[src/rtl/dsrc_pkg.sv]
package dsrc_pkg;

  localparam int DEF_LINE_CAPACITY = 32;
  localparam int DEF_ID_DIGITS     = 9;

  localparam int TIMER_W = 16;
  localparam int VALUE_W = 30;
  localparam int CFG_IDX_W = 3;

  localparam logic [TIMER_W-1:0] TIMER_MAX = '1;

  localparam logic [7:0] CHAR_CR = 8'h0D;
  localparam logic [7:0] CHAR_LF = 8'h0A;
  localparam logic [7:0] CHAR_0  = 8'h30;
  localparam logic [7:0] CHAR_9  = 8'h39;

  localparam logic CMD_TICK = 1'b0;
  localparam logic CMD_BYTE = 1'b1;

  localparam logic [CFG_IDX_W-1:0] REG_DEBOUNCE = 3'd0;
  localparam logic [CFG_IDX_W-1:0] REG_LOCKOUT  = 3'd1;
  localparam logic [CFG_IDX_W-1:0] REG_TIMEOUT  = 3'd2;
  localparam logic [CFG_IDX_W-1:0] REG_DISPLAY  = 3'd3;
  localparam logic [CFG_IDX_W-1:0] REG_RELAY    = 3'd4;

  localparam logic [TIMER_W-1:0] RST_DEBOUNCE = 16'd50;
  localparam logic [TIMER_W-1:0] RST_LOCKOUT  = 16'd1500;
  localparam logic [TIMER_W-1:0] RST_TIMEOUT  = 16'd5000;
  localparam logic [TIMER_W-1:0] RST_DISPLAY  = 16'd2000;
  localparam logic [TIMER_W-1:0] RST_RELAY    = 16'd3000;

  typedef enum logic [2:0] {
    MODE_IDLE = 3'b001,
    MODE_WAIT = 3'b010,
    MODE_SHOW = 3'b100
  } mode_t;

  typedef struct packed {
    logic [TIMER_W-1:0] settle_ms;
    logic [TIMER_W-1:0] lockout_ms;
    logic [TIMER_W-1:0] reply_wait_ms;
    logic [TIMER_W-1:0] display_ms;
    logic [TIMER_W-1:0] relay_hold_ms;
  } cfg_t;

  // complete reply line seen on this byte
  typedef struct packed {
    logic               hit;
    logic               nonzero;
    logic [VALUE_W-1:0] value;
  } line_evt_t;

  typedef struct packed {
    logic               timed_out;
    logic [VALUE_W-1:0] id_value;
    logic               id_valid;
    logic               relay_on;
    logic               red_led;
    logic               green_led;
    logic               send_request;
  } res_t;

  function automatic logic [TIMER_W-1:0] sat_inc(input logic [TIMER_W-1:0] t);
    return (t == TIMER_MAX) ? t : t + TIMER_W'(1);
  endfunction

endpackage

[src/rtl/door_scan_request_controller_unit.sv]
// channel  dir  tuser       tdata (lowest bit first)
// s_axis   in   cmd         trigger_level, rx_byte, pad
// m_axis   out  -           send_request, green_led, red_led, relay_on,
//                           id_valid, id_value[29:0], timed_out, pad
// cfg      in   -           cfg_we, cfg_index (3b), cfg_data (16b)
//
// One word per cycle sustained while m_tready stays high.
// Word goes input register -> tick/line logic -> result register.
// rst (sync) clears state, registers go to defaults, both stages empty.
// m_tready low holds the result register; the input register still fills,
// so one more word is taken before s_tready drops.
module door_scan_request_controller_unit
  import dsrc_pkg::*;
#(
  parameter int LINE_CAPACITY = DEF_LINE_CAPACITY,
  parameter int ID_DIGITS     = DEF_ID_DIGITS
) (
  input  logic                 clk,
  input  logic                 rst,
  input  logic                 s_tvalid,
  output logic                 s_tready,
  input  logic [15:0]          s_tdata,   // trigger_level, rx_byte[7:0], zero pad
  input  logic                 s_tuser,   // cmd
  output logic                 m_tvalid,
  input  logic                 m_tready,
  output logic [39:0]          m_tdata,   // send_request, green_led, red_led, relay_on,
                                          // id_valid, id_value[29:0], timed_out, pad
  input  logic                 cfg_we,
  input  logic [CFG_IDX_W-1:0] cfg_index,
  input  logic [TIMER_W-1:0]   cfg_data
);

  localparam int RES_W = $bits(res_t);

  cfg_t       cfg;
  logic       in_v;
  logic       in_cmd;
  logic       in_trig;
  logic [7:0] in_byte;
  logic       adv;
  line_evt_t  evt;
  res_t       res;
  res_t       out_res;

  assign adv      = in_v && (!m_tvalid || m_tready);
  assign s_tready = !in_v || adv;

  always_ff @(posedge clk) begin
    if (rst) begin
      cfg <= '{RST_DEBOUNCE, RST_LOCKOUT, RST_TIMEOUT, RST_DISPLAY, RST_RELAY};
    end else if (cfg_we) begin
      case (cfg_index)
        REG_DEBOUNCE: cfg.settle_ms     <= cfg_data;
        REG_LOCKOUT:  cfg.lockout_ms    <= cfg_data;
        REG_TIMEOUT:  cfg.reply_wait_ms <= cfg_data;
        REG_DISPLAY:  cfg.display_ms    <= cfg_data;
        REG_RELAY:    cfg.relay_hold_ms <= cfg_data;
        default: ;
      endcase
    end
  end

  always_ff @(posedge clk) begin
    if (rst) begin
      in_v <= 1'b0;
    end else if (s_tready) begin
      in_v <= s_tvalid;
    end
  end

  always_ff @(posedge clk) begin
    if (s_tvalid && s_tready) begin
      in_cmd  <= s_tuser;
      in_trig <= s_tdata[0];
      in_byte <= s_tdata[8:1];
    end
  end

  dsrc_line #(
    .LINE_CAPACITY(LINE_CAPACITY),
    .ID_DIGITS    (ID_DIGITS)
  ) u_line (
    .clk    (clk),
    .rst    (rst),
    .en     (adv && in_cmd == CMD_BYTE),
    .rx_byte(in_byte),
    .evt    (evt)
  );

  dsrc_ctrl u_ctrl (
    .clk          (clk),
    .rst          (rst),
    .en           (adv),
    .cmd          (in_cmd),
    .trigger_level(in_trig),
    .evt          (evt),
    .cfg          (cfg),
    .res          (res)
  );

  always_ff @(posedge clk) begin
    if (rst) begin
      m_tvalid <= 1'b0;
    end else if (adv) begin
      m_tvalid <= 1'b1;
    end else if (m_tready) begin
      m_tvalid <= 1'b0;
    end
  end

  always_ff @(posedge clk) begin
    if (adv) begin
      out_res <= res;
    end
  end

  assign m_tdata = {(40 - RES_W)'(0), out_res};

endmodule

[src/rtl/dsrc_line.sv]
module dsrc_line
  import dsrc_pkg::*;
#(
  parameter int LINE_CAPACITY = DEF_LINE_CAPACITY,
  parameter int ID_DIGITS     = DEF_ID_DIGITS
) (
  input  logic      clk,
  input  logic      rst,
  input  logic      en,
  input  logic [7:0] rx_byte,
  output line_evt_t evt
);

  localparam int LEN_W = $clog2(LINE_CAPACITY);
  localparam logic [LEN_W-1:0] LEN_LIMIT = LEN_W'(LINE_CAPACITY - 1);

  logic [LEN_W-1:0]   len, len_next;
  logic               all_dig, all_dig_next;
  logic               nz, nz_next;
  logic [VALUE_W-1:0] value, value_next;
  logic               is_digit;
  logic [VALUE_W-1:0] digit;

  assign is_digit = rx_byte inside {[CHAR_0:CHAR_9]};
  assign digit    = VALUE_W'(rx_byte - CHAR_0);

  always_comb begin
    len_next     = len;
    all_dig_next = all_dig;
    nz_next      = nz;
    value_next   = value;
    evt          = '0;
    if (rx_byte == CHAR_CR) begin
      // dropped
    end else if (rx_byte == CHAR_LF) begin
      evt.hit      = (len != '0) && (32'(len) == ID_DIGITS) && all_dig;
      evt.nonzero  = nz;
      evt.value    = value;
      len_next     = '0;
      all_dig_next = 1'b1;
      nz_next      = 1'b0;
      value_next   = '0;
    end else if (len < LEN_LIMIT) begin
      if (!is_digit) begin
        all_dig_next = 1'b0;
      end else if (32'(len) < ID_DIGITS) begin
        value_next = (value << 3) + (value << 1) + digit;
        nz_next    = nz | (digit != '0);
      end
      len_next = len + LEN_W'(1);
    end else begin
      len_next     = '0;
      all_dig_next = 1'b1;
      nz_next      = 1'b0;
      value_next   = '0;
    end
  end

  always_ff @(posedge clk) begin
    if (rst) begin
      len     <= '0;
      all_dig <= 1'b1;
      nz      <= 1'b0;
      value   <= '0;
    end else if (en) begin
      len     <= len_next;
      all_dig <= all_dig_next;
      nz      <= nz_next;
      value   <= value_next;
    end
  end

endmodule

[src/rtl/dsrc_ctrl.sv]
module dsrc_ctrl
  import dsrc_pkg::*;
(
  input  logic      clk,
  input  logic      rst,
  input  logic      en,
  input  logic      cmd,
  input  logic      trigger_level,
  input  line_evt_t evt,
  input  cfg_t      cfg,
  output res_t      res
);

  mode_t              mode, mode_next;
  logic [TIMER_W-1:0] mode_timer, mode_timer_next;
  logic [TIMER_W-1:0] since_edge, since_edge_next;
  logic [TIMER_W-1:0] since_req, since_req_next;
  logic               raw_prev, raw_prev_next;
  logic               stable, stable_next;
  logic               green, green_next;
  logic               red, red_next;
  logic               relay, relay_next;

  always_comb begin
    mode_next       = mode;
    mode_timer_next = mode_timer;
    since_edge_next = since_edge;
    since_req_next  = since_req;
    raw_prev_next   = raw_prev;
    stable_next     = stable;
    green_next      = green;
    red_next        = red;
    relay_next      = relay;
    res             = '0;
    if (cmd == CMD_TICK) begin
      mode_timer_next = sat_inc(mode_timer);
      since_edge_next = sat_inc(since_edge);
      since_req_next  = sat_inc(since_req);
      if (trigger_level != raw_prev) begin
        since_edge_next = '0;
        raw_prev_next   = trigger_level;
      end
      if (since_edge_next > cfg.settle_ms && stable != trigger_level) begin
        stable_next = trigger_level;
        if (!trigger_level && mode == MODE_IDLE && since_req_next > cfg.lockout_ms) begin
          res.send_request = 1'b1;
          mode_next        = MODE_WAIT;
          mode_timer_next  = '0;
          since_req_next   = '0;
          green_next       = 1'b0;
          red_next         = 1'b0;
        end
      end
      if (mode_next == MODE_WAIT && mode_timer_next > cfg.reply_wait_ms) begin
        green_next      = 1'b0;
        red_next        = 1'b1;
        mode_next       = MODE_SHOW;
        mode_timer_next = '0;
        res.timed_out   = 1'b1;
      end else if (mode_next == MODE_SHOW) begin
        if (mode_timer_next > cfg.relay_hold_ms) begin
          relay_next = 1'b0;
        end
        if (mode_timer_next > cfg.display_ms) begin
          mode_next       = MODE_IDLE;
          mode_timer_next = '0;
          green_next      = 1'b0;
          red_next        = 1'b0;
          relay_next      = 1'b0;
        end
      end
    end else if (evt.hit && mode == MODE_WAIT) begin
      green_next      = evt.nonzero;
      red_next        = !evt.nonzero;
      relay_next      = evt.nonzero;
      mode_next       = MODE_SHOW;
      mode_timer_next = '0;
      res.id_valid    = 1'b1;
      res.id_value    = evt.value;
    end
    res.green_led = green_next;
    res.red_led   = red_next;
    res.relay_on  = relay_next;
  end

  always_ff @(posedge clk) begin
    if (rst) begin
      mode       <= MODE_IDLE;
      mode_timer <= '0;
      since_edge <= '0;
      since_req  <= '0;
      raw_prev   <= 1'b1;
      stable     <= 1'b1;
      green      <= 1'b0;
      red        <= 1'b0;
      relay      <= 1'b0;
    end else if (en) begin
      mode       <= mode_next;
      mode_timer <= mode_timer_next;
      since_edge <= since_edge_next;
      since_req  <= since_req_next;
      raw_prev   <= raw_prev_next;
      stable     <= stable_next;
      green      <= green_next;
      red        <= red_next;
      relay      <= relay_next;
    end
  end

endmodule

[config.mk]
export PLATFORM = sky130hd
export DESIGN_NAME = door_scan_request_controller_unit
export DESIGN_NICKNAME = d
export VERILOG_FILES = /design/src/rtl/dsrc_pkg.sv /design/src/rtl/door_scan_request_controller_unit.sv /design/src/rtl/dsrc_line.sv /design/src/rtl/dsrc_ctrl.sv
export SDC_FILE = /design/constraint.sdc
export NUM_CORES = 1
export LEC_CHECK = 0
export BUFFER_PORTS_ARGS = -buffer_cell sky130_fd_sc_hd__buf_2
export CAP_MARGIN = 15
export CORE_MARGIN = 3
export CORE_UTILIZATION = 56
export CTS_CLUSTER_DIAMETER = 60
export DETAILED_ROUTE_END_ITERATION = 8
export GPL_TIMING_DRIVEN = 0
export PLACE_DENSITY = 0.89
export SYNTH_ARGS = -nofsm -noshare
export SYNTH_HDL_FRONTEND = slang
export SYNTH_HIERARCHICAL = 1
export SYNTH_SLANG_ARGS = --single-unit
[constraint.sdc]
create_clock -name clk -period 6.1 [get_ports clk]
set_input_delay 0.305 -clock clk [delete_from_list [all_inputs] [get_ports clk]]
set_output_delay 0.305 -clock clk [all_outputs]
set_load 0.01 [all_outputs]
# Yosys cells after proc, flatten, opt, wreduce, memory -nomap -nowiden

Cells that the tools add are included.

Output and inout bits: 42
Register bits after elaboration: 221
Input port bits: 41
Logic and storage cells: 170

$lt $le $gt $ge: 9
Muxes and demuxes: 63
Add/subtract/negate cells: 7
Equal/unequal tests: 20
Reductions and logical operators: 35
Bitwise gates (word level): 6

Operators with widths:

| cell                  | number |
|---|---|
| $mux 16               | 15 |
| $mux 30               | 4 |
| $gt 16x16->1          | 5 |
| $mux 32               | 2 |
| $add 30x30->30        | 2 |
| $add 16x1->16 const B | 3 |
| $eq 16x16->1 const B  | 3 |
| $mux 1                | 32 |
| $reduce_bool 30->1    | 1 |
| $mux 3                | 8 |
| $eq 8x4->1 const B    | 2 |
| $reduce_and 2->1      | 8 |
| $eq 3x2->1 const B    | 4 |
| $logic_and 1x1->1     | 11 |
| $mux 5                | 2 |
| $reduce_and 3->1      | 3 |
| $sub 8x6->9 const B   | 1 |
| $ge 8x6->1 const B    | 1 |
| $le 8x6->1 const B    | 1 |
| $eq 3x1->1 const B    | 2 |
| $eq 3x3->1 const B    | 2 |
| $add 5x1->5 const B   | 1 |
| $eq 5x4->1 const B    | 1 |
| $lt 5x4->1 const B    | 1 |
| other kinds (16)      | 25 |

# Depth between registers and ports, before layout

Gate-level depths: netlist of run 1.

Depth after elaboration: 14
Mapped depth: 28
Mapped depth without buffers: 24

# By module

The synthesis of run 1 kept the hierarchy.

Modules (own cells, without submodules):

| module                            | seq. area each (um^2) | area an instance (um^2) | instances | cells an instance |
|---|---|---|---|---|
| dsrc_ctrl                         | 1,121.1               | 5,860.6                 | 1         | 808 |
| door_scan_request_controller_unit | 3,022.9               | 4,722.0                 | 1         | 365 |
| dsrc_line                         | 740.7                 | 3,742.3                 | 1         | 428 |

# Worst setup path before layout of run 1

OpenSTA, ideal clock, no wires.

Path kind: register to register
From: reg u_ctrl.since_edge[0]
To: reg out_res, in the netlist m_tdata[1] (data pin)
Library setup time: 0.126 ns
Buffers on the path: 4
Arrival time: 5.689 ns
Slack: 0.286 ns
Cell stages (with the launch flop): 29
Clock period less this slack: 5.814 ns
Data required time: 5.974 ns
Cell sequence: dfxtp_1 ha_1 nand2_1 or2_0 nor3_1 nor3_1 nand2_1 xor2_1 nor2_1 ha_1 a21oi_1 o21ai_1 a221o_1 o311a_1 and3_4 buf_12 clkbuf_1 a21oi_1 ha_1 nor2b_1 a2111o_1 a32oi_1 nand2_1 and2_2 a2bb2oi_2 buf_6 nand3_2 a31oi_1 buf_4

Word-level cells in the longest chain between the ends: 13
Elaborated cells between the ends (all ways): 21
Those cells by class: add/sub: 1; order compare: 3; eq/ne: 3; mux: 12; reduce/logical: 2

Ends and longest elaborated chain:

| item                                          | line                                     | source |
|---|---|---|
| start: declaration                            | dsrc_ctrl.sv:16                          | `logic [TIMER_W-1:0] since_edge, since_edge_next;` |
| start signal: assignment                      | dsrc_ctrl.sv:100                         | `since_edge <= since_edge_next;` |
| $add 16x1->16 or $eq 16x16->1 (tied branches) | dsrc_pkg.sv:64                           | `return (t == TIMER_MAX) ? t : t + TIMER_W'(1);` |
| $mux 16 (*)                                   | dsrc_pkg.sv:64                           |  |
| $mux 16 (*)                                   | dsrc_ctrl.sv:39                          | `if (trigger_level != raw_prev) begin` |
| $mux 16 (*)                                   | dsrc_ctrl.sv:35                          | `if (cmd == CMD_TICK) begin` |
| $gt 16x16->1 (*)                              | dsrc_ctrl.sv:43                          | `if (since_edge_next > cfg.settle_ms && stable != trigger_level) begin` |
| $logic_and 1x1->1 (*)                         | dsrc_ctrl.sv:43                          |  |
| $mux 16                                       | dsrc_ctrl.sv:43                          |  |
| $mux 16                                       | dsrc_ctrl.sv:35                          |  |
| $gt 16x16->1                                  | dsrc_ctrl.sv:64                          | `if (mode_timer_next > cfg.display_ms) begin` |
| $mux 1                                        | dsrc_ctrl.sv:64                          |  |
| $mux 1                                        | dsrc_ctrl.sv:60                          | `end else if (mode_next == MODE_SHOW) begin` |
| $mux 1 (*)                                    | dsrc_ctrl.sv:54                          | `if (mode_next == MODE_WAIT && mode_timer_next > cfg.reply_wait_ms) begin` |
| $mux 1 (*)                                    | dsrc_ctrl.sv:35                          |  |
| named net u_ctrl.green_next                   | dsrc_ctrl.sv:20                          | `logic green, green_next;` |
| end signal: assignment                        | door_scan_request_controller_unit.sv:113 | `out_res <= res;` |
| end: declaration                              | door_scan_request_controller_unit.sv:43  | `res_t out_res;` |

Mark *: on every way through the listed nets, which the timed path passes. The rest lies on a longest branch. The select of a mux whose other input is x is not followed.
A chain may end at the register's enable or synchronous reset.

# Worst setup path in the final report of run 1

From: reg u_ctrl.since_edge[3]
To: reg out_res, in the netlist m_tdata[1] (data pin)

Same word-level chain as after synthesis.

==> impl_metrics.prom, run 1 <==
# TYPE chip_impl_metric gauge
chip_impl_info{name="run_status",value="complete, no violations"} 1
chip_impl_info{name="primary_flip_flop_cell_chosen_by_synthesis_mapping",value="sky130_fd_sc_hd__dfxtp_1"} 1
chip_impl_metric{name="post_dp_cell_area",unit="sq um"} 15100
chip_impl_metric{name="core_area",unit="sq um"} 24700
chip_impl_metric{name="drive_above_1_share",unit=""} 0.126
chip_impl_metric{name="power.net_switching",unit="W"} 0.000818
chip_impl_metric{name="syn2layout_area_growth",unit="%"} 14.1
chip_impl_metric{name="yosys.area.top_type_share",unit=""} 0.245
chip_impl_metric{name="clkSinkCount",unit=""} 221
chip_impl_metric{name="p_int",unit="W"} 0.00256
chip_impl_metric{name="mappedNetlistArea",unit="sq um"} 14300
chip_impl_metric{name="finalMaxSlewViolations",unit=""} 0
chip_impl_metric{name="vias",unit=""} 12400
chip_impl_metric{name="first_pass_grt_wire_length",unit="mm"} 61.5
chip_impl_info{name="tritoncts",value="yes"} 1
chip_impl_metric{name="synth-compound-area-share",unit=""} 0.133
chip_impl_metric{name="tightest_slew",unit="ns"} 0.997
chip_impl_metric{name="synthSimpleGateAreaFrac",unit=""} 0.226
chip_impl_metric{name="grt_use_met2",unit=""} 0.444
chip_impl_metric{name="cts_buffer_count",unit=""} 25
chip_impl_metric{name="timing.critical_path.arrival",unit="ns"} 6.21
chip_impl_metric{name="reg_clk_slew_reported_paths",unit="ns"} 0.06
chip_impl_metric{name="final_period_demand_of_the_worst_path",unit="ns"} 5.92
chip_impl_metric{name="grt_max_degree",unit=""} 38
chip_impl_metric{name="synthArstFlopShare",unit=""} 0
chip_impl_info{name="grt_busiest_layer",value="met2"} 1
chip_impl_metric{name="insertedDiodeCount",unit=""} 0
chip_impl_metric{name="power.leakage",unit="nW"} 7.13
chip_impl_metric{name="slew_headroom",unit=""} 0.333
chip_impl_metric{name="ys_seq_elements",unit=""} 221
chip_impl_metric{name="maxClockFrequency",unit="GHz"} 0.169
chip_impl_metric{name="max-cap-violations",unit=""} 0
chip_impl_info{name="hold_path.class",value="in2reg"} 1
chip_impl_metric{name="nNetsFinal",unit=""} 1900
chip_impl_metric{name="remaining_drcs",unit=""} 0
chip_impl_metric{name="worst_slack_on_hold_paths",unit="ns"} 0.0163
chip_impl_metric{name="core.rowCount",unit=""} 57
chip_impl_metric{name="initial_core_util",unit=""} 0.579
chip_impl_metric{name="period_share",unit=""} 0.971
chip_impl_metric{name="sequential_cell_area",unit="sq um"} 4890
chip_impl_info{name="synth.largest_area_cell",value="sky130_fd_sc_hd__dfxtp_1"} 1
chip_impl_metric{name="finalWeightedCongestion",unit=""} 0.932
chip_impl_metric{name="timing.final.hold_violations",unit=""} 0
chip_impl_metric{name="pwr-share-clk",unit=""} 0.460
chip_impl_metric{name="p_comb_frac",unit=""} 0.083
chip_impl_metric{name="first_global_vias",unit=""} 12300
chip_impl_metric{name="grt_antenna_before_repair",unit=""} 0
chip_impl_metric{name="port_buffers",unit=""} 66
chip_impl_info{name="synth.top_cells.by_area",value="sky130_fd_sc_hd__dfxtp_1, sky130_fd_sc_hd__ha_1, sky130_fd_sc_hd__edfxtp_1"} 1
chip_impl_info{name="cp_common_cell",value="sky130_fd_sc_hd__nor2_1"} 1
chip_impl_metric{name="irDropWorstVdd",unit="mV"} 0.191
chip_impl_info{name="most_instantiated_library_cell_after_synthesis",value="sky130_fd_sc_hd__dfxtp_1"} 1
chip_impl_metric{name="worst_skew_pair.late_latency",unit="ns"} 0.53
chip_impl_metric{name="clk_path_buf_depth",unit=""} 3
chip_impl_info{name="worst_setup_path_start_kind",value="flip-flop"} 1
chip_impl_metric{name="ys.warnings.count",unit=""} 6
chip_impl_info{name="ctsRootBufferMaster",value="sky130_fd_sc_hd__clkbuf_16"} 1
chip_impl_metric{name="worstPathRequired",unit="ns"} 6.38
chip_impl_metric{name="sw_frac_of_total",unit=""} 0.242
chip_impl_metric{name="crit_fanout",unit=""} 10
chip_impl_metric{name="synth-seq-area-share",unit=""} 0.341
chip_impl_metric{name="grtUsageMet3",unit=""} 0.0383
chip_impl_metric{name="drt_iter0_drc",unit=""} 964
chip_impl_info{name="cp-end-kind",value="flip-flop"} 1
chip_impl_info{name="dominant_combinational_cell_family_by_area_after_synthesis",value="simple AND/OR/NAND/NOR gates"} 1
chip_impl_metric{name="groute.layer.met1.usage",unit=""} 0.347
chip_impl_metric{name="layout.cell_area.non_filler",unit="sq um"} 16400
chip_impl_metric{name="powerDensity",unit="nW/um^2"} 207
chip_impl_metric{name="syn-mean-instance-area",unit="sq um"} 8.95
chip_impl_metric{name="die_w",unit="um"} 166
chip_impl_metric{name="netlist-cell-type-count",unit=""} 95
chip_impl_metric{name="grt-ovfl-total",unit=""} 0
chip_impl_metric{name="multi_input_gate_area_in_the_final_layout",unit="sq um"} 8820
chip_impl_metric{name="preCtsSetupSlack",unit="ns"} -1.12
chip_impl_metric{name="proportion_of_synthesized_area_in_mux_cells",unit=""} 0.0610
chip_impl_metric{name="final.fill_count",unit=""} 1883
chip_impl_info{name="classification_of_the_worst_setup_path",value="reg2reg"} 1
chip_impl_metric{name="drt-wirelength-per-cell",unit="um"} 18.6
chip_impl_metric{name="p_seq_frac",unit=""} 0.457
chip_impl_metric{name="synth_cells",unit=""} 1601
chip_impl_metric{name="yosys.area_share.xor_xnor",unit=""} 0.0403
chip_impl_metric{name="h_tree_depth_reported_by_cts",unit=""} 1
chip_impl_metric{name="number_of_synthesized_flops_with_an_enable_pin",unit=""} 46
chip_impl_metric{name="place.detailed.hpwl",unit="mm"} 28.1
chip_impl_metric{name="finalClockSkew",unit="ns"} 0.0122
chip_impl_metric{name="die_y",unit="um"} 166
chip_impl_metric{name="io-pin-count",unit=""} 83
chip_impl_info{name="yosys-top-cells-count",value="sky130_fd_sc_hd__dfxtp_1, sky130_fd_sc_hd__nor2_1, sky130_fd_sc_hd__a21oi_1"} 1
chip_impl_metric{name="synth_fa_ha_area_frac",unit=""} 0.138
chip_impl_metric{name="detail_route.vias_per_cell",unit=""} 6.03
chip_impl_metric{name="setup_violating_endpoint_count_in_the_final_report",unit=""} 0
chip_impl_info{name="timing.critical_path.slowest_stage_cell",value="sky130_fd_sc_hd__dfxtp_1"} 1
chip_impl_metric{name="final.setup.worst_slack",unit="ns"} 0.176
chip_impl_metric{name="antenna_violating_nets_post_route",unit=""} 0
chip_impl_metric{name="gr-usage-all-layers",unit=""} 0.266
chip_impl_metric{name="die_area",unit="sq um"} 27500
chip_impl_metric{name="routed_wirelength",unit="mm"} 38.3
chip_impl_metric{name="critical_path.max_stage_delay",unit="ns"} 0.42
chip_impl_metric{name="drtPass1Iterations",unit=""} 6
## layout make-up
cell class,instances,area share
Inverter,97,0.0223
Timing Repair Buffer,86,0.0316
Clock buffer,32,0.0424
Sequential cell,221,0.299
Buffer,87,0.0305
Clock inverter,14,0.00979
Tap cell,324,0.0248
Multi-Input combinational cell,1199,0.540
## worst max-delay path: cells and delay by family (launching register included)
| family | cells | cell delay (ns) |
|---|---|---|
| flip-flops | 1 | 0.42 |
| AO/OA/AOI/OAI | 4 | 0.98 |
| AND/OR/NAND/NOR | 16 | 2.95 |
| XOR/XNOR | 1 | 0.20 |
| adder cells (fa/ha/maj) | 2 | 0.44 |
| buffers and inverters | 4 | 0.66 |
## final timing paths
kind / slack [ns] / depth (start not counted) / from / endpoint
setup reg to reg: 0.18 / 27 / u_ctrl/since_edge[3] / m_tdata[1]
hold reg to reg: 0.47 / 1 / u_line/all_dig / u_line/all_dig
setup / recovery: 0.18 / 27 / u_ctrl/since_edge[3] / m_tdata[1]
hold / removal: 0.02 / 3 / s_tvalid / in_v
## cells by family (layout without fill, tap and decap cells)
family,Yosys count,in the layout
compound gates,297,297
xor+xnor,65,65
fa+ha+maj,142,142
buf+inv,184,316
flops,221,221
mux,87,87
other cells,1,4
simple gates,604,604
## power by group through the flow
| stage | Combinational, W | Sequential [W] | Clock, W |
|---|---|---|---|
| 2_1_floorplan | 0.000173 | 0.00158 | 0 |
| 3_3_place_gp | 0.000257 | 0.00157 | 0 |
| 3_5_place_dp | 0.000267 | 0.00158 | 0 |
| 4_1_cts | 0.000276 | 0.00154 | 0.00157 |
| 5_1_grt | 0.000307 | 0.00155 | 0.00164 |
| 6_report | 0.000282 | 0.00154 | 0.00155 |
## flip-flops by register name, indices dropped and copies added, names as in the netlist, 3 cells and up
register	cells
u_line/value	30
cfg	80
u_line/len	5
u_ctrl/mode_timer	16
in_byte	8
m_tdata	36
u_ctrl/mode	3
u_ctrl/since_edge	16
u_ctrl/since_req	16
## cells in the final DEF (no fill, tap or decap), types with 7 or more instances in the layout
master,Yosys,routed
sky130_fd_sc_hd__buf_6,8,12
sky130_fd_sc_hd__o211ai_1,12,12
sky130_fd_sc_hd__clkbuf_16,0,26
sky130_fd_sc_hd__buf_4,10,17
sky130_fd_sc_hd__nand4_1,48,48
sky130_fd_sc_hd__a21o_1,14,14
sky130_fd_sc_hd__dfxtp_1,175,171
sky130_fd_sc_hd__nor2b_1,11,10
sky130_fd_sc_hd__and3_1,44,44
sky130_fd_sc_hd__xor2_1,34,33
sky130_fd_sc_hd__nor2_1,142,135
sky130_fd_sc_hd__or3_1,8,7
sky130_fd_sc_hd__nand3b_1,8,8
sky130_fd_sc_hd__nand3_1,42,39
sky130_fd_sc_hd__a21oi_1,121,117
sky130_fd_sc_hd__o21ai_0,38,38
sky130_fd_sc_hd__fa_1,27,27
sky130_fd_sc_hd__buf_2,11,77
sky130_fd_sc_hd__and2_1,40,39
sky130_fd_sc_hd__a211oi_1,10,8
sky130_fd_sc_hd__ha_1,115,114
sky130_fd_sc_hd__a31oi_1,12,12
sky130_fd_sc_hd__inv_1,97,97
sky130_fd_sc_hd__nand2b_1,78,77
sky130_fd_sc_hd__clkbuf_1,50,52
sky130_fd_sc_hd__a22oi_1,22,22
sky130_fd_sc_hd__mux2i_1,85,85
sky130_fd_sc_hd__dlygate4sd3_1,0,10
sky130_fd_sc_hd__xnor2_1,30,30
sky130_fd_sc_hd__nand2_1,117,117
sky130_fd_sc_hd__a22o_1,13,13
sky130_fd_sc_hd__nor3_1,20,15
sky130_fd_sc_hd__edfxtp_1,46,46
## per-layer routing
metal,vias to the layer above,share of wire
li1,5905,-
met1,5930,0.42
met2,478,0.47
met3,116,0.069
met4,0,0.041
met5,-,0
## timing repair
action / 4_1_cts / 5_1_grt
gates resized for setup: 28 / 27
setup buffers: 1 / 7
pin swaps: 2 / 11
hold buffers: 10 / 0
endpoints found under the hold margin: 10 / 0
setup endpoints to repair: 26 / 26
## through the flow
stage / std cells / setup TNS, ns / power, W / utilization
final: 2060 / 0 / 0.00338 / 0.661
after global routing: 2060 / -0.0326 / 0.00350 / 0.661
after CTS: 2053 / 0 / 0.00339 / 0.654
after detailed placement: 1996 / -22.12 / 0.00184 / 0.610
after global placement: 1994 / -19.96 / 0.00183 / 0.609
after floorplan: 1604 / 0 / 0.00175 / -
(Power assumes the default switching activity.)
==> run 2, diff against run 1 <==
==> constraint.sdc (replaced) <==
create_clock -name clk -period 4.9 [get_ports clk]
set_input_delay 0.245 -clock clk [delete_from_list [all_inputs] [get_ports clk]]
set_output_delay 0.245 -clock clk [all_outputs]
set_load 0.01 [all_outputs]
==> run 2 against run 1 <==
- cell count up 2.1%
- sequential power up 25%
- first-iteration DRC count up 55%
- the flow now finishes with violations (design-rule violations, negative setup slack)
- critical path type unchanged
- critical endpoint is now u_ctrl/mode_timer[12]
- non-clock buffer count is 41 higher
- sequential share of layout area down 1.4 points
- die area is the same
- power is 29% higher
- global-route usage is 1.5 points higher
- combinational power grew 35%
==> impl_metrics.prom, run 2 (synthesis results as in run 1) <==
# TYPE chip_impl_metric gauge
chip_impl_info{name="run_status",value="finished with violations"} 1
chip_impl_info{name="violations_in_the_final_reports",value="design-rule violations, negative setup slack"} 1
chip_impl_metric{name="slew_headroom",unit=""} 0.368
chip_impl_metric{name="cp.buffers_inverters",unit=""} 5
chip_impl_metric{name="critical_path.max_stage_delay",unit="ns"} 0.42
chip_impl_metric{name="core_area",unit="sq um"} 24700
chip_impl_info{name="classification_of_the_worst_setup_path",value="reg2reg"} 1
chip_impl_metric{name="finalClockSkew",unit="ns"} 0.0156
chip_impl_metric{name="die_area",unit="sq um"} 27500
chip_impl_info{name="tritoncts",value="yes"} 1
chip_impl_metric{name="final.fill_count",unit=""} 1693
chip_impl_info{name="worst_setup_path_start_kind",value="flip-flop"} 1
chip_impl_metric{name="max-cap-violations",unit=""} 0
chip_impl_info{name="timing.critical_path.slowest_stage_cell",value="sky130_fd_sc_hd__or3_1"} 1
chip_impl_metric{name="remaining_drcs",unit=""} 5
chip_impl_metric{name="grt-ovfl-total",unit=""} 0
chip_impl_metric{name="powerDensity",unit="nW/um^2"} 253
chip_impl_metric{name="first_pass_grt_wire_length",unit="mm"} 64.8
chip_impl_metric{name="drtPass1Iterations",unit=""} 9
chip_impl_metric{name="number_of_flip_flops_in_the_largest_register",unit=""} 80
chip_impl_metric{name="detail_route.vias_per_cell",unit=""} 6.30
chip_impl_metric{name="syn2layout_area_growth",unit="%"} 20.7
chip_impl_metric{name="core.rowCount",unit=""} 57
chip_impl_metric{name="post_dp_cell_area",unit="sq um"} 15300
chip_impl_metric{name="reg_clk_slew_reported_paths",unit="ns"} 0.06
chip_impl_info{name="top_register",value="cfg"} 1
chip_impl_metric{name="initial_core_util",unit=""} 0.579
chip_impl_metric{name="final.setup.worst_slack",unit="ns"} -0.868
chip_impl_metric{name="finalMaxSlewViolations",unit=""} 0
chip_impl_metric{name="clkSinkCount",unit=""} 221
chip_impl_metric{name="nNetsFinal",unit=""} 1943
chip_impl_info{name="layout.cells.most_common",value="sky130_fd_sc_hd__dfxtp_1"} 1
chip_impl_metric{name="die_w",unit="um"} 166
chip_impl_metric{name="antenna_violating_nets_post_route",unit=""} 0
chip_impl_metric{name="routed_wirelength",unit="mm"} 42.5
chip_impl_metric{name="vias",unit=""} 13300
chip_impl_metric{name="io-pin-count",unit=""} 83
chip_impl_metric{name="port_buffers",unit=""} 66
chip_impl_metric{name="final_period_demand_of_the_worst_path",unit="ns"} 5.77
chip_impl_metric{name="worst_slack_on_hold_paths",unit="ns"} 0.0119
chip_impl_info{name="cp-end-kind",value="flip-flop"} 1
chip_impl_metric{name="die_y",unit="um"} 166
chip_impl_metric{name="sequential_cell_area",unit="sq um"} 4920
chip_impl_metric{name="finalWeightedCongestion",unit=""} 0.949
chip_impl_metric{name="insertedDiodeCount",unit=""} 0
chip_impl_metric{name="timing.critical_path.arrival",unit="ns"} 6.21
chip_impl_metric{name="maxClockFrequency",unit="GHz"} 0.173
chip_impl_metric{name="cts_buffer_count",unit=""} 26
chip_impl_info{name="grt_setup_unrepaired",value="yes"} 1
chip_impl_metric{name="drt-wirelength-per-cell",unit="um"} 20.2
chip_impl_metric{name="gr-usage-all-layers",unit=""} 0.282
chip_impl_metric{name="first_global_vias",unit=""} 12700
chip_impl_metric{name="timing.final.hold_violations",unit=""} 0
chip_impl_metric{name="h_tree_depth_reported_by_cts",unit=""} 1
chip_impl_metric{name="place.detailed.hpwl",unit="mm"} 28.0
chip_impl_info{name="critical-path-top-delay-family",value="simple AND/OR/NAND/NOR gates"} 1
chip_impl_info{name="cp_common_cell",value="sky130_fd_sc_hd__buf_6"} 1
chip_impl_info{name="ctsRootBufferMaster",value="sky130_fd_sc_hd__clkbuf_16"} 1
chip_impl_metric{name="power.leakage",unit="nW"} 7.43
chip_impl_metric{name="grt_antenna_before_repair",unit=""} 0
chip_impl_info{name="most_frequent_cells_in_the_layout",value="sky130_fd_sc_hd__dfxtp_1, sky130_fd_sc_hd__nor2_1, sky130_fd_sc_hd__nand2_1"} 1
chip_impl_metric{name="clk_path_buf_depth",unit=""} 3
chip_impl_metric{name="crit_fanout",unit=""} 5
chip_impl_metric{name="multi_input_gate_area_in_the_final_layout",unit="sq um"} 9260
chip_impl_metric{name="grt_max_degree",unit=""} 38
chip_impl_metric{name="setup_violating_endpoint_count_in_the_final_report",unit=""} 26
chip_impl_metric{name="irDropWorstVdd",unit="mV"} 0.228
chip_impl_metric{name="layout.cell_area.non_filler",unit="sq um"} 17300
chip_impl_metric{name="worst_skew_pair.late_latency",unit="ns"} 0.54
chip_impl_metric{name="worstPathRequired",unit="ns"} 5.34
chip_impl_metric{name="period_share",unit=""} 1.18
chip_impl_metric{name="drt_iter0_drc",unit=""} 1496
chip_impl_metric{name="drive_above_1_share",unit=""} 0.187
chip_impl_metric{name="tightest_slew",unit="ns"} 0.947
chip_impl_info{name="hold_path.class",value="in2reg"} 1
run 2: repair_timing:
| action | 4_1_cts | 5_1_grt |
|---|---|---|
| gates resized for setup | 94 | 46 |
| setup buffers | 30 | 20 |
| hold buffers | 13 | 0 |
| endpoints found under the setup margin | 26 | 26 |
| hold endpoints to repair | 13 | 0 |
| cloned | 3 | 2 |
| pin swaps | 48 | 43 |
run 2: final cells by class:
cell class / count / share of cell area
Multi-Input combinational cell: 1200 / 0.536
Timing Repair Buffer: 133 / 0.0550
Clock inverter: 15 / 0.0117
Sequential cell: 221 / 0.285
Tap cell: 324 / 0.0235
Clock buffer: 32 / 0.0413
Inverter: 97 / 0.0211
Buffer: 81 / 0.0271
run 2: stage by stage:
stage | setup slack (ns) | setup TNS (ns) | instances | total power, W | utilization
6_report | -0.868 | -20.53 | 2103 | 0.00437 | 0.699
5_1_grt | -0.990 | -24.15 | 2103 | 0.00450 | 0.699
4_1_cts | -0.430 | -9.87 | 2083 | 0.00436 | 0.684
3_5_place_dp | -1.54 | -33.31 | 1995 | 0.00230 | 0.616
3_3_place_gp | -1.45 | -32.02 | 1994 | 0.00228 | 0.615
2_1_floorplan | -0.246 | -1.10 | 1604 | 0.00218 | -
run 2: metal layers:
layer	vias to the layer above	global-route usage	routed length, um
met5	-	0	0
met4	0	0.125	2130
met3	205	0.0421	3540
met2	710	0.474	20000
met1	6354	0.361	16800
li1	5990	-	-
run 2: power by group:
| part | total (W) | internal (W) | leakage, nW | switching (W) |
|---|---|---|---|---|
| clock | 0.00207 | 0.00125 | 0.434 | 0.000813 |
| sequential | 0.00192 | 0.00189 | 1.84 | 0.0000291 |
| combinational | 0.000380 | 0.000143 | 5.15 | 0.000236 |
run 2: worst paths after layout:
kind,start,end,slack (ns),depth (start not counted)
max,u_ctrl/since_req[1],u_ctrl/mode_timer[12],-0.87,26
min,cfg_data[1],cfg[65],0.01,3
max reg2reg,u_ctrl/since_req[1],u_ctrl/mode_timer[12],-0.87,26
min reg2reg,u_line/all_dig,u_line/all_dig,0.46,1
run 2: worst reg2reg max path, cell delays in order, from the launching register on:
cell and delay, ns:
sky130_fd_sc_hd__dfxtp_1 0.37, sky130_fd_sc_hd__ha_1 0.21, sky130_fd_sc_hd__nand2_2 0.12, sky130_fd_sc_hd__or3_1 0.42, sky130_fd_sc_hd__nor2_1 0.23, sky130_fd_sc_hd__mux2i_1 0.29
sky130_fd_sc_hd__ha_1 0.30, sky130_fd_sc_hd__a21oi_1 0.20, sky130_fd_sc_hd__nand2_1 0.11, sky130_fd_sc_hd__a221o_1 0.36, sky130_fd_sc_hd__a211o_1 0.33, sky130_fd_sc_hd__and3_4 0.24
sky130_fd_sc_hd__buf_12 0.14, sky130_fd_sc_hd__a311oi_4 0.32, sky130_fd_sc_hd__buf_4 0.19, sky130_fd_sc_hd__buf_6 0.09, sky130_fd_sc_hd__ha_4 0.12, sky130_fd_sc_hd__nand4_1 0.13
sky130_fd_sc_hd__nor3_4 0.26, sky130_fd_sc_hd__and3_4 0.24, sky130_fd_sc_hd__nand3_2 0.09, sky130_fd_sc_hd__nand3_2 0.12, sky130_fd_sc_hd__a2bb2oi_4 0.21, sky130_fd_sc_hd__buf_6 0.15
sky130_fd_sc_hd__buf_6 0.12, sky130_fd_sc_hd__nand4_1 0.09, sky130_fd_sc_hd__a21oi_1 0.20
==> run 3, diff against run 2 <==
--- a/config.mk
+++ b/config.mk
@@ -12,7 +12,7 @@
 export CTS_CLUSTER_DIAMETER = 60
 export DETAILED_ROUTE_END_ITERATION = 8
 export GPL_TIMING_DRIVEN = 0
-export PLACE_DENSITY = 0.89
+export PLACE_DENSITY = 0.79
 export SYNTH_ARGS = -nofsm -noshare
 export SYNTH_HDL_FRONTEND = slang
 export SYNTH_HIERARCHICAL = 1
==> run 3 against run 2 <==
- the flow finishes with violations (negative setup slack)
- setup slack better by 0.0046 ns
- power down 3.1%
- register-to-register slack about the same
- via count down 1.5%
- worst hold slack better by 0.016 ns
- utilization up 1.5 points
- critical path depth up 1
- sequential cell count unchanged
- critical endpoint is now u_ctrl/mode_timer[6]
==> impl_metrics.prom, run 3 (synthesis results as in run 1) <==
# TYPE chip_impl_metric gauge
chip_impl_info{name="most_frequent_cells_in_the_layout",value="sky130_fd_sc_hd__dfxtp_1, sky130_fd_sc_hd__nor2_1, sky130_fd_sc_hd__nand2_1"} 1
chip_impl_metric{name="die_y",unit="um"} 166
chip_impl_metric{name="drt-wirelength-per-cell",unit="um"} 19.9
chip_impl_info{name="worst_hold_path.endpoint",value="cfg[50]"} 1
chip_impl_metric{name="vias",unit=""} 13100
chip_impl_metric{name="worst_skew_pair.late_latency",unit="ns"} 0.54
chip_impl_metric{name="clk_path_buf_depth",unit=""} 3
chip_impl_metric{name="nNetsFinal",unit=""} 1985
chip_impl_metric{name="timing.final.hold_violations",unit=""} 0
chip_impl_info{name="grt_setup_unrepaired",value="yes"} 1
chip_impl_metric{name="io-pin-count",unit=""} 83
chip_impl_metric{name="initial_core_util",unit=""} 0.579
chip_impl_metric{name="grt_max_degree",unit=""} 38
chip_impl_metric{name="setup_violating_endpoint_count_in_the_final_report",unit=""} 27
chip_impl_info{name="worstHoldStart",value="cfg_data[2]"} 1
chip_impl_info{name="highest_layer",value="met4"} 1
chip_impl_metric{name="total_power_after_layout",unit="W"} 0.00424
chip_impl_metric{name="grt-ovfl-total",unit=""} 0
chip_impl_metric{name="remaining_drcs",unit=""} 0
chip_impl_info{name="worst_setup_path_start_kind",value="flip-flop"} 1
chip_impl_metric{name="reg_clk_slew_reported_paths",unit="ns"} 0.06
chip_impl_info{name="critical_path.reg2reg.endpoint",value="u_ctrl/mode_timer[6]"} 1
chip_impl_metric{name="final_period_demand_of_the_worst_path",unit="ns"} 5.76
chip_impl_info{name="layout.cells.most_common",value="sky130_fd_sc_hd__dfxtp_1"} 1
chip_impl_metric{name="max-cap-violations",unit=""} 0
chip_impl_metric{name="finalNonFillerCells",unit=""} 2145
chip_impl_metric{name="count_of_cells_along_the_worst_register_to_register_path",unit=""} 27
chip_impl_metric{name="worst_hold_path.num_cells",unit=""} 3
chip_impl_metric{name="drtPass1Iterations",unit=""} 6
chip_impl_metric{name="drive_above_1_share",unit=""} 0.200
chip_impl_metric{name="final.fill_count",unit=""} 1784
chip_impl_metric{name="h_tree_depth_reported_by_cts",unit=""} 1
chip_impl_metric{name="drt_iter0_drc",unit=""} 1501
chip_impl_metric{name="detail_route.wirelength.met1",unit="mm"} 17.4
chip_impl_metric{name="core.rowCount",unit=""} 57
chip_impl_metric{name="detail_route.vias_per_cell",unit=""} 6.09
chip_impl_info{name="run_status",value="finished with violations"} 1
chip_impl_metric{name="antenna_violating_nets_post_route",unit=""} 0
chip_impl_metric{name="number_of_flip_flops_in_the_largest_register",unit=""} 80
chip_impl_metric{name="slew_headroom",unit=""} 0.394
chip_impl_metric{name="wl_met3",unit="mm"} 3.17
chip_impl_metric{name="irDropWorstVdd",unit="mV"} 0.225
chip_impl_metric{name="worst_slack_on_hold_paths",unit="ns"} 0.0277
chip_impl_metric{name="grt_antenna_before_repair",unit=""} 0
chip_impl_info{name="cp-end-kind",value="flip-flop"} 1
chip_impl_metric{name="final.setup.worst_slack",unit="ns"} -0.864
chip_impl_metric{name="cts_buffer_count",unit=""} 25
chip_impl_metric{name="gr-usage-all-layers",unit=""} 0.286
chip_impl_metric{name="core_area",unit="sq um"} 24700
chip_impl_metric{name="die_area",unit="sq um"} 27500
chip_impl_info{name="hold_path.class",value="in2reg"} 1
chip_impl_info{name="rr_startpoint",value="u_ctrl/since_edge[6]"} 1
chip_impl_info{name="top_register",value="cfg"} 1
chip_impl_metric{name="crit_fanout",unit=""} 9
chip_impl_metric{name="port_buffers",unit=""} 66
chip_impl_metric{name="clkSinkCount",unit=""} 221
chip_impl_metric{name="maxClockFrequency",unit="GHz"} 0.173
chip_impl_metric{name="finalWeightedCongestion",unit=""} 0.915
chip_impl_metric{name="finalClockSkew",unit="ns"} 0.0177
chip_impl_info{name="violations_in_the_final_reports",value="negative setup slack"} 1
chip_impl_metric{name="insertedDiodeCount",unit=""} 0
chip_impl_metric{name="syn2layout_area_growth",unit="%"} 23.3
chip_impl_info{name="classification_of_the_worst_setup_path",value="reg2reg"} 1
chip_impl_metric{name="period_share",unit=""} 1.18
chip_impl_metric{name="reg2reg_setup_slack",unit="ns"} -0.86
chip_impl_metric{name="dpl.cell_count",unit=""} 1995
chip_impl_metric{name="finalMaxSlewViolations",unit=""} 0
chip_impl_metric{name="first_pass_grt_wire_length",unit="mm"} 65.7
chip_impl_metric{name="powerDensity",unit="nW/um^2"} 240
chip_impl_metric{name="met2_wire_length",unit="mm"} 20.1
chip_impl_metric{name="timing.critical_path.arrival",unit="ns"} 6.23
chip_impl_metric{name="place.detailed.hpwl",unit="mm"} 28.3
chip_impl_metric{name="worstPathRequired",unit="ns"} 5.37
chip_impl_metric{name="routed_wirelength",unit="mm"} 42.6
chip_impl_metric{name="power.leakage",unit="nW"} 7.60
chip_impl_info{name="tritoncts",value="yes"} 1
chip_impl_metric{name="die_w",unit="um"} 166
chip_impl_metric{name="first_global_vias",unit=""} 12700
chip_impl_metric{name="tightest_slew",unit="ns"} 0.909
chip_impl_info{name="ctsRootBufferMaster",value="sky130_fd_sc_hd__clkbuf_16"} 1
## run 3: stage by stage
step	worst slack, ns	TNS [ns]	area [sq um]	utilization
3_3_place_gp	-1.45	-33.14	15200	0.615
6_report	-0.864	-20.39	17700	0.714
4_1_cts	-0.488	-11.47	17100	0.690
2_1_floorplan	-0.246	-1.10	14500	-
5_1_grt	-0.976	-23.89	17700	0.714
3_5_place_dp	-1.52	-33.13	15300	0.616
## run 3: repair_timing
| item | CTS | global route |
|---|---|---|
| pin swaps | 36 | 65 |
| hold endpoints to repair | 18 | 0 |
| resized for setup | 70 | 77 |
| buffers inserted | 68 | 25 |
| endpoints found under the setup margin | 26 | 27 |
| cloned | 2 | 1 |
| hold buffers | 18 | 0 |
## run 3: final cells by class
class	instances	area (sq um)	area share
Multi-Input combinational cell	1199	9340	0.529
Timing Repair Buffer	176	1310	0.0739
Clock buffer	30	686	0.0388
Buffer	82	480	0.0272
Sequential cell	221	4920	0.278
Clock inverter	16	163	0.00921
Inverter	97	364	0.0206
Tap cell	324	405	0.0230
## run 3: power breakdown
part           total, W  leakage, nW  switching, W  internal (W)
sequential      0.00192         1.84     0.0000284       0.00189
clock           0.00194        0.421      0.000779       0.00116
combinational  0.000378         5.34      0.000234      0.000144
total           0.00424         7.60       0.00104       0.00319
## run 3: metal layers
metal | track usage | vias to the layer above
met1 | 0.373 | 6213
met5 | 0 | -
li1 | - | 6065
met3 | 0.0409 | 158
met4 | 0.112 | 0
met2 | 0.481 | 629
## run 3: worst max-delay path, cell delays in order (launching register included)
cell and delay (ns):
sky130_fd_sc_hd__dfxtp_4 0.38, sky130_fd_sc_hd__and4_4 0.26, sky130_fd_sc_hd__nand3_4 0.11, sky130_fd_sc_hd__nor3_4 0.36
sky130_fd_sc_hd__nor3_4 0.09, sky130_fd_sc_hd__nand2_2 0.09, sky130_fd_sc_hd__buf_4 0.13, sky130_fd_sc_hd__xor2_2 0.13
sky130_fd_sc_hd__nor2_1 0.08, sky130_fd_sc_hd__ha_1 0.33, sky130_fd_sc_hd__a21oi_1 0.16, sky130_fd_sc_hd__o21ai_1 0.10
sky130_fd_sc_hd__a221o_1 0.34, sky130_fd_sc_hd__o311a_4 0.41, sky130_fd_sc_hd__and3_4 0.23, sky130_fd_sc_hd__clkbuf_16 0.19
sky130_fd_sc_hd__nor2_4 0.15, sky130_fd_sc_hd__ha_1 0.28, sky130_fd_sc_hd__a211oi_1 0.31, sky130_fd_sc_hd__o211ai_1 0.18
sky130_fd_sc_hd__a32oi_1 0.19, sky130_fd_sc_hd__nand2_1 0.16, sky130_fd_sc_hd__and2_4 0.21, sky130_fd_sc_hd__a2bb2oi_4 0.20
sky130_fd_sc_hd__buf_6 0.14, sky130_fd_sc_hd__buf_6 0.13, sky130_fd_sc_hd__nand4_1 0.14, sky130_fd_sc_hd__a21oi_1 0.18
## run 3: worst max-delay path by stage
stage,from,cells after the start,end
after floorplan,u_ctrl/since_edge[1],28,m_tdata[1]
after global placement,in_trig,23,m_tdata[1]
after detailed placement,in_trig,23,m_tdata[1]
after CTS,u_ctrl/since_edge[0],27,m_tdata[1]
after global routing,u_ctrl/since_edge[6],27,u_ctrl/mode_timer[6]
final,u_ctrl/since_edge[6],27,u_ctrl/mode_timer[6]
